File: src/hdl/osd_pkg.sv
// shared types, codes and constants of the opcode stream decoder
package osd_pkg;

  localparam int unsigned WordW     = 16;
  localparam int unsigned MnemW     = 6;
  localparam int unsigned AddrW     = 12;
  localparam int unsigned IdxW      = 11;
  localparam int unsigned StatW     = 2;
  localparam int unsigned OutDataW  = 72;
  localparam int unsigned LoadBaseDefault = 512;
  localparam int unsigned LastAddr  = 4094;

  // result status codes
  localparam logic [StatW-1:0] ST_OK      = 2'd0;
  localparam logic [StatW-1:0] ST_INVALID = 2'd1;
  localparam logic [StatW-1:0] ST_ZERO    = 2'd2;

  // dense mnemonic codes
  localparam logic [MnemW-1:0] MN_CLS      = 6'd0;
  localparam logic [MnemW-1:0] MN_RET      = 6'd1;
  localparam logic [MnemW-1:0] MN_JP       = 6'd2;
  localparam logic [MnemW-1:0] MN_CALL     = 6'd3;
  localparam logic [MnemW-1:0] MN_SE_VK    = 6'd4;
  localparam logic [MnemW-1:0] MN_SNE_VK   = 6'd5;
  localparam logic [MnemW-1:0] MN_SE_VV    = 6'd6;
  localparam logic [MnemW-1:0] MN_LD_VK    = 6'd7;
  localparam logic [MnemW-1:0] MN_ADD_VK   = 6'd8;
  localparam logic [MnemW-1:0] MN_LD_VV    = 6'd9;
  localparam logic [MnemW-1:0] MN_SHL      = 6'd17;
  localparam logic [MnemW-1:0] MN_SNE_VV   = 6'd18;
  localparam logic [MnemW-1:0] MN_LD_I     = 6'd19;
  localparam logic [MnemW-1:0] MN_JP_V0    = 6'd20;
  localparam logic [MnemW-1:0] MN_RND      = 6'd21;
  localparam logic [MnemW-1:0] MN_DRW      = 6'd22;
  localparam logic [MnemW-1:0] MN_SKP      = 6'd23;
  localparam logic [MnemW-1:0] MN_SKNP     = 6'd24;
  localparam logic [MnemW-1:0] MN_LD_VDT   = 6'd25;
  localparam logic [MnemW-1:0] MN_LD_VKEY  = 6'd26;
  localparam logic [MnemW-1:0] MN_LD_DT    = 6'd27;
  localparam logic [MnemW-1:0] MN_LD_ST    = 6'd28;
  localparam logic [MnemW-1:0] MN_ADD_I    = 6'd29;
  localparam logic [MnemW-1:0] MN_LD_F     = 6'd30;
  localparam logic [MnemW-1:0] MN_LD_B     = 6'd31;
  localparam logic [MnemW-1:0] MN_ST_REGS  = 6'd32;
  localparam logic [MnemW-1:0] MN_LD_REGS  = 6'd33;

  // special words and sub-op bytes
  localparam logic [WordW-1:0] W_CLS = 16'h00e0;
  localparam logic [WordW-1:0] W_RET = 16'h00ee;
  localparam logic [3:0] SUB8_SHL   = 4'he;
  localparam logic [7:0] SUBE_SKP   = 8'h9e;
  localparam logic [7:0] SUBE_SKNP  = 8'ha1;
  localparam logic [7:0] SUBF_VDT   = 8'h07;
  localparam logic [7:0] SUBF_VKEY  = 8'h0a;
  localparam logic [7:0] SUBF_DT    = 8'h15;
  localparam logic [7:0] SUBF_ST    = 8'h18;
  localparam logic [7:0] SUBF_ADDI  = 8'h1e;
  localparam logic [7:0] SUBF_FONT  = 8'h29;
  localparam logic [7:0] SUBF_BCD   = 8'h33;
  localparam logic [7:0] SUBF_STR   = 8'h55;
  localparam logic [7:0] SUBF_LDR   = 8'h65;

  typedef struct packed {
    logic [StatW-1:0] status;
    logic [MnemW-1:0] mnemonic;
  } osd_dec_t;

endpackage

File: src/hdl/osd_decoder.sv
// combinational classifier of one instruction word into status and mnemonic
module osd_decoder
  import osd_pkg::*;
(
  input  logic [WordW-1:0] word,
  output osd_dec_t         dec
);

  logic [3:0]       top;
  logic [3:0]       lo4;
  logic [7:0]       lo8;
  logic             bad;
  logic [MnemW-1:0] mn;

  assign top = word[15:12];
  assign lo4 = word[3:0];
  assign lo8 = word[7:0];

  always_comb begin
    bad = 1'b0;
    mn  = MN_CLS;
    case (top)
      4'h0: begin
        if (word == W_CLS) mn = MN_CLS;
        else if (word == W_RET) mn = MN_RET;
        else bad = 1'b1;
      end
      4'h1: mn = MN_JP;
      4'h2: mn = MN_CALL;
      4'h3: mn = MN_SE_VK;
      4'h4: mn = MN_SNE_VK;
      4'h5: begin
        mn  = MN_SE_VV;
        bad = (lo4 != 4'h0);
      end
      4'h6: mn = MN_LD_VK;
      4'h7: mn = MN_ADD_VK;
      4'h8: begin
        // arithmetic group: sub-ops 0..7 map densely after LD Vx,Vy
        if (!lo4[3]) mn = MN_LD_VV + {3'b000, lo4[2:0]};
        else if (lo4 == SUB8_SHL) mn = MN_SHL;
        else bad = 1'b1;
      end
      4'h9: begin
        mn  = MN_SNE_VV;
        bad = (lo4 != 4'h0);
      end
      4'ha: mn = MN_LD_I;
      4'hb: mn = MN_JP_V0;
      4'hc: mn = MN_RND;
      4'hd: mn = MN_DRW;
      4'he: begin
        if (lo8 == SUBE_SKP) mn = MN_SKP;
        else if (lo8 == SUBE_SKNP) mn = MN_SKNP;
        else bad = 1'b1;
      end
      default: begin
        case (lo8)
          SUBF_VDT:  mn = MN_LD_VDT;
          SUBF_VKEY: mn = MN_LD_VKEY;
          SUBF_DT:   mn = MN_LD_DT;
          SUBF_ST:   mn = MN_LD_ST;
          SUBF_ADDI: mn = MN_ADD_I;
          SUBF_FONT: mn = MN_LD_F;
          SUBF_BCD:  mn = MN_LD_B;
          SUBF_STR:  mn = MN_ST_REGS;
          SUBF_LDR:  mn = MN_LD_REGS;
          default:   bad = 1'b1;
        endcase
      end
    endcase

    if (word == '0) begin
      dec.status   = ST_ZERO;
      dec.mnemonic = MN_CLS;
    end else if (bad) begin
      dec.status   = ST_INVALID;
      dec.mnemonic = MN_CLS;
    end else begin
      dec.status   = ST_OK;
      dec.mnemonic = mn;
    end
  end

endmodule

File: src/hdl/opcode_stream_decoder_unit.sv
// top level of the opcode stream decoder: handshake, program counter, result register
//
// usage
//   input channel: one instruction word per handshake on in_tdata, in_tuser
//   flags the first word of a program (clears the instruction index and
//   restarts decoding). output channel: one decoded word per handshake, the
//   status code on out_tuser and the extracted fields on out_tdata.
// result register and throughput
//   the result of an accepted word is registered and shows at out_tvalid in
//   the next cycle; one word is accepted every cycle, limited only by the single
//   output register and the receiver's out_tready.
// reset
//   the block comes out of reset stopped: words are accepted but dropped
//   until one arrives with the first-word flag set. an all-zero word or an
//   invalid word is reported and stops the stream again.
// stalls
//   while a result waits with out_tready low, in_tready is low too; a word
//   that gives no result is still taken whenever in_tready is high.
module opcode_stream_decoder_unit
  import osd_pkg::*;
#(
  parameter int unsigned LOAD_BASE = LoadBaseDefault
) (
  input  logic                clk,
  input  logic                rst_n,
  // input channel
  input  logic                in_tvalid,
  output logic                in_tready,
  input  logic [WordW-1:0]    in_tdata,   // [15:0] opcode
  input  logic [0:0]          in_tuser,   // [0] first_word
  // result channel
  output logic                out_tvalid,
  input  logic                out_tready,
  output logic [OutDataW-1:0] out_tdata,  // [5:0] mnemonic, [9:6] reg_x, [13:10] reg_y,
                                          // [17:14] nibble_imm, [25:18] byte_imm,
                                          // [37:26] addr_imm, [49:38] instr_address,
                                          // [50] label_here, [66:51] raw_word, zero pad
  output logic [StatW-1:0]    out_tuser   // [1:0] status
);

  // last index whose address still fits below the top of memory
  localparam int unsigned BaseMod  = LOAD_BASE % 4096;
  localparam int unsigned LimRaw   = (BaseMod > LastAddr) ? 0 : (LastAddr - BaseMod) / 2;
  localparam int unsigned LimInt   = (LimRaw > 2047) ? 2047 : LimRaw;
  localparam logic [IdxW-1:0]  IdxLimit = IdxW'(LimInt);
  localparam logic [AddrW-1:0] BaseAddr = AddrW'(BaseMod);

  // program state
  logic [IdxW-1:0] index_r, index_nxt;
  logic            stopped_r, stopped_nxt;

  // result register
  logic                out_valid_r, out_valid_nxt;
  logic [OutDataW-1:0] out_data_r;
  logic [StatW-1:0]    out_stat_r;

  logic            in_acc;
  logic            first;
  logic            active;
  logic            emit;
  logic [IdxW-1:0] idx_cur;
  logic [AddrW-1:0] instr_addr;
  logic            label;
  osd_dec_t        dec;
  logic [OutDataW-1:0] data_nxt;

  osd_decoder u_dec (
    .word (in_tdata),
    .dec  (dec)
  );

  // the output register frees up in the same cycle the receiver takes it
  assign in_tready = !out_valid_r || out_tready;
  assign in_acc    = in_tvalid && in_tready;
  assign first     = in_tuser[0];
  assign active    = first || !stopped_r;
  assign emit      = in_acc && active;
  assign idx_cur   = first ? '0 : index_r;

  assign instr_addr = BaseAddr + {idx_cur, 1'b0};
  assign label      = (idx_cur[1:0] == 2'b00);

  assign data_nxt = {5'b00000, in_tdata, label, instr_addr, in_tdata[11:0], in_tdata[7:0],
                     in_tdata[3:0], in_tdata[7:4], in_tdata[11:8], dec.mnemonic};

  always_comb begin
    index_nxt   = index_r;
    stopped_nxt = stopped_r;
    if (emit) begin
      // any non-ok word ends the program; index saturates at the limit
      stopped_nxt = (dec.status != ST_OK);
      if (dec.status == ST_OK && idx_cur < IdxLimit) index_nxt = idx_cur + 1'b1;
      else index_nxt = idx_cur;
    end
  end

  always_comb begin
    if (in_acc) out_valid_nxt = emit;
    else if (out_tready) out_valid_nxt = 1'b0;
    else out_valid_nxt = out_valid_r;
  end

  always_ff @(posedge clk) begin
    if (!rst_n) begin
      index_r     <= '0;
      stopped_r   <= 1'b1;
      out_valid_r <= 1'b0;
    end else begin
      index_r     <= index_nxt;
      stopped_r   <= stopped_nxt;
      out_valid_r <= out_valid_nxt;
    end
  end

  // payload needs no reset
  always_ff @(posedge clk) begin
    if (emit) begin
      out_data_r <= data_nxt;
      out_stat_r <= dec.status;
    end
  end

  assign out_tvalid = out_valid_r;
  assign out_tdata  = out_data_r;
  assign out_tuser  = out_stat_r;

`ifndef SYNTHESIS
  a_reset_stops: assert property (@(posedge clk) !rst_n |=> stopped_r)
    else $error("decoder not stopped after reset");

  a_index_limit: assert property (@(posedge clk) disable iff (!rst_n) index_r <= IdxLimit)
    else $error("instruction index past its limit");

  a_drop_keeps_state: assert property (@(posedge clk) disable iff (!rst_n)
    (in_acc && stopped_r && !first) |=> (stopped_r && $stable(index_r)))
    else $error("dropped word changed program state");

  a_bad_word_stops: assert property (@(posedge clk) disable iff (!rst_n)
    (emit && dec.status != ST_OK) |=> (stopped_r && out_tvalid && out_tuser != ST_OK))
    else $error("end or invalid word did not stop the stream");
`endif

endmodule
File: config.mk
export PLATFORM = sky130hd
export DESIGN_NAME = opcode_stream_decoder_unit
export DESIGN_NICKNAME = d
export VERILOG_FILES = /design/src/hdl/osd_pkg.sv /design/src/hdl/osd_decoder.sv /design/src/hdl/opcode_stream_decoder_unit.sv
export SDC_FILE = /design/constraint.sdc
export NUM_CORES = 1
export LEC_CHECK = 0
export BUFFER_PORTS_ARGS = -buffer_cell sky130_fd_sc_hd__buf_4
export CAP_MARGIN = 20
export CORE_MARGIN = 2
export CORE_UTILIZATION = 51
export DETAILED_ROUTE_END_ITERATION = 8
export GPL_TIMING_DRIVEN = 0
export PLACE_DENSITY = 0.8
export SYNTH_ARGS = -nofsm -noshare
export SYNTH_HDL_FRONTEND = slang
export SYNTH_SLANG_ARGS = --single-unit
File: constraint.sdc
create_clock -name clk -period 4.1 [get_ports clk]
set_input_delay 1.23 -clock clk [delete_from_list [all_inputs] [get_ports clk]]
set_output_delay 1.23 -clock clk [all_outputs]
set_load 0.05 [all_outputs]
## Word level (Yosys, flattened, before mapping)

Index checks and enable logic that the tools add are counted.

| word-level totals | value |
|---|---|
| bits in registers | 82 |
| output and inout port bits | 76 |
| word-level logic and storage cells | 78 |

| cells by class | value |
|---|---|
| $add $sub $neg | 3 |
| magnitude comparators | 1 |
| equal/unequal tests | 28 |
| multiplexer cells | 22 |
| reductions and logical operators | 18 |

Operator list:

| operator | count |
|---|---|
| $pmux W6 S15 | 1 |
| $pmux W6 S9 | 1 |
| $eq A16 B8 Y1 const B | 2 |
| $eq A4 B4 Y1 const B | 8 |
| $eq A8 B5 Y1 const B | 3 |
| $mux W11 | 2 |
| $mux W6 | 3 |
| $eq A4 B3 Y1 const B | 4 |
| $eq A8 B6 Y1 const B | 2 |
| $eq A8 B7 Y1 const B | 2 |
| $eq A8 B8 Y1 const B | 2 |
| $logic_not A16 Y1 | 1 |
| $add A10 B12 Y12 const A | 1 |
| $add A11 B1 Y11 const B | 1 |
| $lt A11 B11 Y1 const B | 1 |
| $mux W1 | 10 |
| $mux W5 | 2 |
| $reduce_or A10 Y1 | 1 |
| $reduce_or A9 Y1 | 1 |
| $eq A4 B2 Y1 const B | 2 |
| $eq A8 B3 Y1 const B | 1 |
| $eq A8 B4 Y1 const B | 1 |
| $mux W8 | 1 |
| $mux W7 | 1 |
| other kinds (11) | 18 |

## Longest topological paths before layout

| logic depth | value |
|---|---|
| depth after elaboration | 9 |
| mapped depth | 10 |
| depth with buffers taken out | 9 |

## Modules after synthesis

Synthesis repeated with hierarchy kept, for this count alone.

| unflattened totals | value |
|---|---|
| cell total of the unflattened synthesis | 300 |
| area total of the unflattened synthesis | 3055.4 µm² |

By module, submodules not included:

| module | times used | cells an instance | area an instance (µm²) |
|---|---|---|---|
| opcode_stream_decoder_unit | 1 | 195 | 2342.2 |
| osd_decoder | 1 | 105 | 713.2 |

## Least setup slack after synthesis

Ideal clock, no wire load.

| path | value |
|---|---|
| kind | input-to-reg |
| start point | in in_tdata[0] |
| end point | reg index_r[5] |
| arrival time | 3.370 ns |
| data required time | 3.968 ns |
| slack | 0.599 ns |
| stages on the path | 10 |
| cell sequence | inv_1 > ha_1 > nand3_2 > or4_4 > and4_4 > or4_4 > nor2_8 > buf_8 > a31o_2 > o311ai_2 |

| between the ends | value |
|---|---|
| longest elaborated chain between the ends | 9 |
| elaborated cells between the ends (all ways) | 30 |

Ends and longest elaborated chain:

| element | RTL line | RTL |
|---|---|---|
| from (decl) | opcode_stream_decoder_unit.sv:29 | `input logic [WordW-1:0] in_tdata,` |
| $eq A8 B3 Y1 (tied with other cells) | osd_decoder.sv:58 | `case (lo8)` |
| $reduce_or A9 Y1 (no source line) (tied with other cells) | -- |  |
| $mux W1, on equally long branches | -- |  |
| $pmux W1 S5 | osd_decoder.sv:22 | `case (top)` |
| $mux W7 | osd_decoder.sv:76 | `end else if (bad) begin` |
| $mux W8 * | osd_decoder.sv:73 | `if (word == '0) begin` |
| $logic_not A2 Y1 * | opcode_stream_decoder_unit.sv:92 | `if (dec.status == ST_OK && idx_cur < IdxLimit) index_nxt = idx_cur + 1'b1;` |
| $logic_and A1 B1 Y1 * | opcode_stream_decoder_unit.sv:92 |  |
| $mux W11 * | opcode_stream_decoder_unit.sv:92 |  |
| to (signal assigned) | opcode_stream_decoder_unit.sv:109 | `index_r <= index_nxt;` |
| to (decl) | opcode_stream_decoder_unit.sv:49 | `logic [IdxW-1:0] index_r, index_nxt;` |

Mark *: on every way between the ends. The rest lies on a longest branch, timed or not.
A chain may end at the register's enable or synchronous reset.

## Final worst setup path

| path | value |
|---|---|
| start point | in in_tdata[1] |
| end point | reg out_data_r[4] (netlist: out_tdata[4]), data pin |

| between the ends | value |
|---|---|
| longest elaborated chain between the ends | 5 |
| elaborated cells between the ends (all ways) | 33 |

Ends and longest elaborated chain:

| element | RTL line | RTL |
|---|---|---|
| $eq A8 B3 Y1 (tied with other cells) | osd_decoder.sv:58 |  |
| $reduce_or A9 Y1 (no source line) (tied with other cells) | -- |  |
| $mux W1, on equally long branches | -- |  |
| $pmux W1 S5 | osd_decoder.sv:22 |  |
| $reduce_or A2 Y1 (no source line) | -- |  |
| to (signal assigned) | opcode_stream_decoder_unit.sv:118 | `out_data_r <= data_nxt;` |
| to (decl) | opcode_stream_decoder_unit.sv:54 | `logic [OutDataW-1:0] out_data_r;` |

Parallel ways exist; a longest one is shown, timed or not.

==> run metrics <==
outcome=completed; clk_skew=0.0116 ns; Die X-Extent=81.5 um; Reg clk slew, reported paths=0.10 ns; Synth Instances=309; layout net count=440; measured slew at the worst slew-check pin=0.856 ns; Hold Vio Cnt, Final=0; post-CTS setup buffer count=0; crit path kind=input pin to register; Initial DRC Count=181; core footprint=5850 sq um; most frequent cells in the layout=buf_4 (128), edfxtp_1 (36), nand2_1 (28), nor2_1 (17), nand3_1 (14); ratio of cells with drive above 1 in the final layout=39.8%; vias per cell=5.44; Detailed Route WL=7280 um; fin crit share=90.0%; Worst setup SP type=input pin; sequential share of the synthesized area=43.8%; # resized after CTS=0; Maximum Capacitance Violations=0; TritonCTS Buffers=5; Starting Density=52.3%; RSZ-0062 raised after global routing=no; initial antenna violation count=0; antenna diode count=0; PortBufs=90; met3 routed WL=623 um; Setup crit end kind=register; RePlAce Congestion=0.872; largest net degree at the start of global routing=42; vias in the first global route=2379; EDFF count, synth=36; PD cells=328 nW/um^2; DP Cell Count=479; most common cell after layout, fill and taps aside=buf_4; final core utilization=67.8%; post-route DRC violation count=0; dpl hpwl=5460 um; Max clock buf depth=2; WL met2=3410 um; drt wl/cell=14.9 um; Worst Path Required=4.23 ns; maximum vdd drop=217 uV; post-synthesis register bit count=49; gr ovfl total=0; CTS sink cnt=49; Setup TNS=0 ns; DRT Pass-1 Iters=4; top_reg_cell synth=edfxtp_1; Cell Area, Synth=3060 sq um; FF/Latch Area=1340 sq um; row count=28; Max Slew Vio Count=0; CTS tree=yes; M1 WL=3110 um; Skew-Pair Late Insertion Delay=0.31 ns; Yosys cell types=66; H-tree levels=2; Hold/Removal Path Class=register to register; Root Buffer=clkbuf_8; antenna viol nets, final=0; gr usage total=23.1%; Leak Pwr=1.73 nW; ys async rst share=0%; first-pass GRT wire length=11700 um; synth warn=0; Relative slew margins=42.8%; DIE AREA=6640 sq um; Avg Cell Area, Syn=9.90 sq um; Hold Buf Count CTS=0; fmax=271 MHz; Arrival @ worst endpoint=3.82 ns; P&R area growth vs syn=29.6%; Multi-input gate area=1310 sq um; Die H=81.5 um; worst-path maximum fanout=7; top layer in use=met4; r2r setup slk=1.87 ns; Layout Cells excl Fill=487; final setup violation count=0; I/O pins=97; fill count=503; Final Critical Period=3.69 ns; Vias=2651
## state kept, by name, summed over array words and instances, names as in the netlist
| name | flops |
|---|---|
| out_tdata | 34 |
| out_tuser | 2 |
| stopped_r | 1 |
| out_tvalid | 1 |
| index_r | 11 |
## routing by layer
metal | GRT usage [%] | vias up
met5 | 0 | -
met4 | 9.32 | 0
met3 | 4.84 | 14
met2 | 35.7 | 119
met1 | 31.7 | 1239
li1 | - | 1279
## cells in the mapped netlist (4+ instances only)
cell,count,area [sq um]
and3_1,5,31.3
nor3_1,6,30.0
o21ai_0,9,45.0
nand2_1,28,105
edfxtp_1,36,1080
nor2b_1,9,56.3
clkbuf_1,9,33.8
nand3_1,14,70.1
buf_2,5,25.0
a21oi_1,10,50.1
a31oi_1,5,31.3
buf_4,38,285
dfxtp_1,13,260
ha_1,8,100
o32a_1,4,40.0
nor2_1,17,63.8
inv_1,13,48.8
nand2b_1,8,50.1
## power breakdown
part / internal [W] / switching, W
Sequential: 0.000559 / 0.0000119
Clock: 0.000186 / 0.000177
Combinational: 0.000119 / 0.000246
Total: 0.000864 / 0.000436
## kinds of logic (layout without fill, tap and decap cells)
logic type / Yosys count / count (layout) / share of synthesized area [%]
DFF: 49 / 49 / 43.8
and+or+nand+nor: 122 / 122 / 23.3
buffers and inverters: 68 / 166 / 13.9
adders and majority gates: 8 / 8 / 3.27
other: 1 / 6 / 0.123
muxes: 4 / 4 / 1.35
AOI/OAI and AO/OA: 55 / 55 / 13.6
xor gates and xnor gates: 2 / 2 / 0.572
## area by class of cell
cell class                 count  area share (%)
multi-input combinational    197            33.1
clock inverter                 3            1.20
buffer                        55            9.53
clock buffer                   5            1.74
sequential                    49            33.8
inverter                      13            1.23
timing repair buffer          90            17.0
tap                           75            2.37
## critical path: stages
cell	delay [ns]
buf_4	0.13
inv_1	0.08
ha_1	0.30
nand3b_1	0.13
a2111oi_2	0.51
o22ai_1	0.28
o311a_2	0.26
or4_4	0.62
nor3_1	0.27
## worst paths after layout
check / from / to / cells after the start
max: in_tdata[1] / out_tdata[4] / 9
min: index_r[7] / index_r[7] / 2
max reg2reg: stopped_r / index_r[10] / 9
min reg2reg: index_r[7] / index_r[7] / 2
## per-stage QoR
step                power (W)  setup slack, ns  hold WS, ns  area, sq um
global placement     0.000943            0.216        0.472         3850
detailed placement   0.000947            0.177        0.471         3850
global route          0.00135            0.266        0.520         3970
finish                0.00130            0.410        0.487         3970
floorplan            0.000843            0.599        0.450         3080
CTS                   0.00131            0.499        0.485         3970
(Power assumes the default switching activity.)
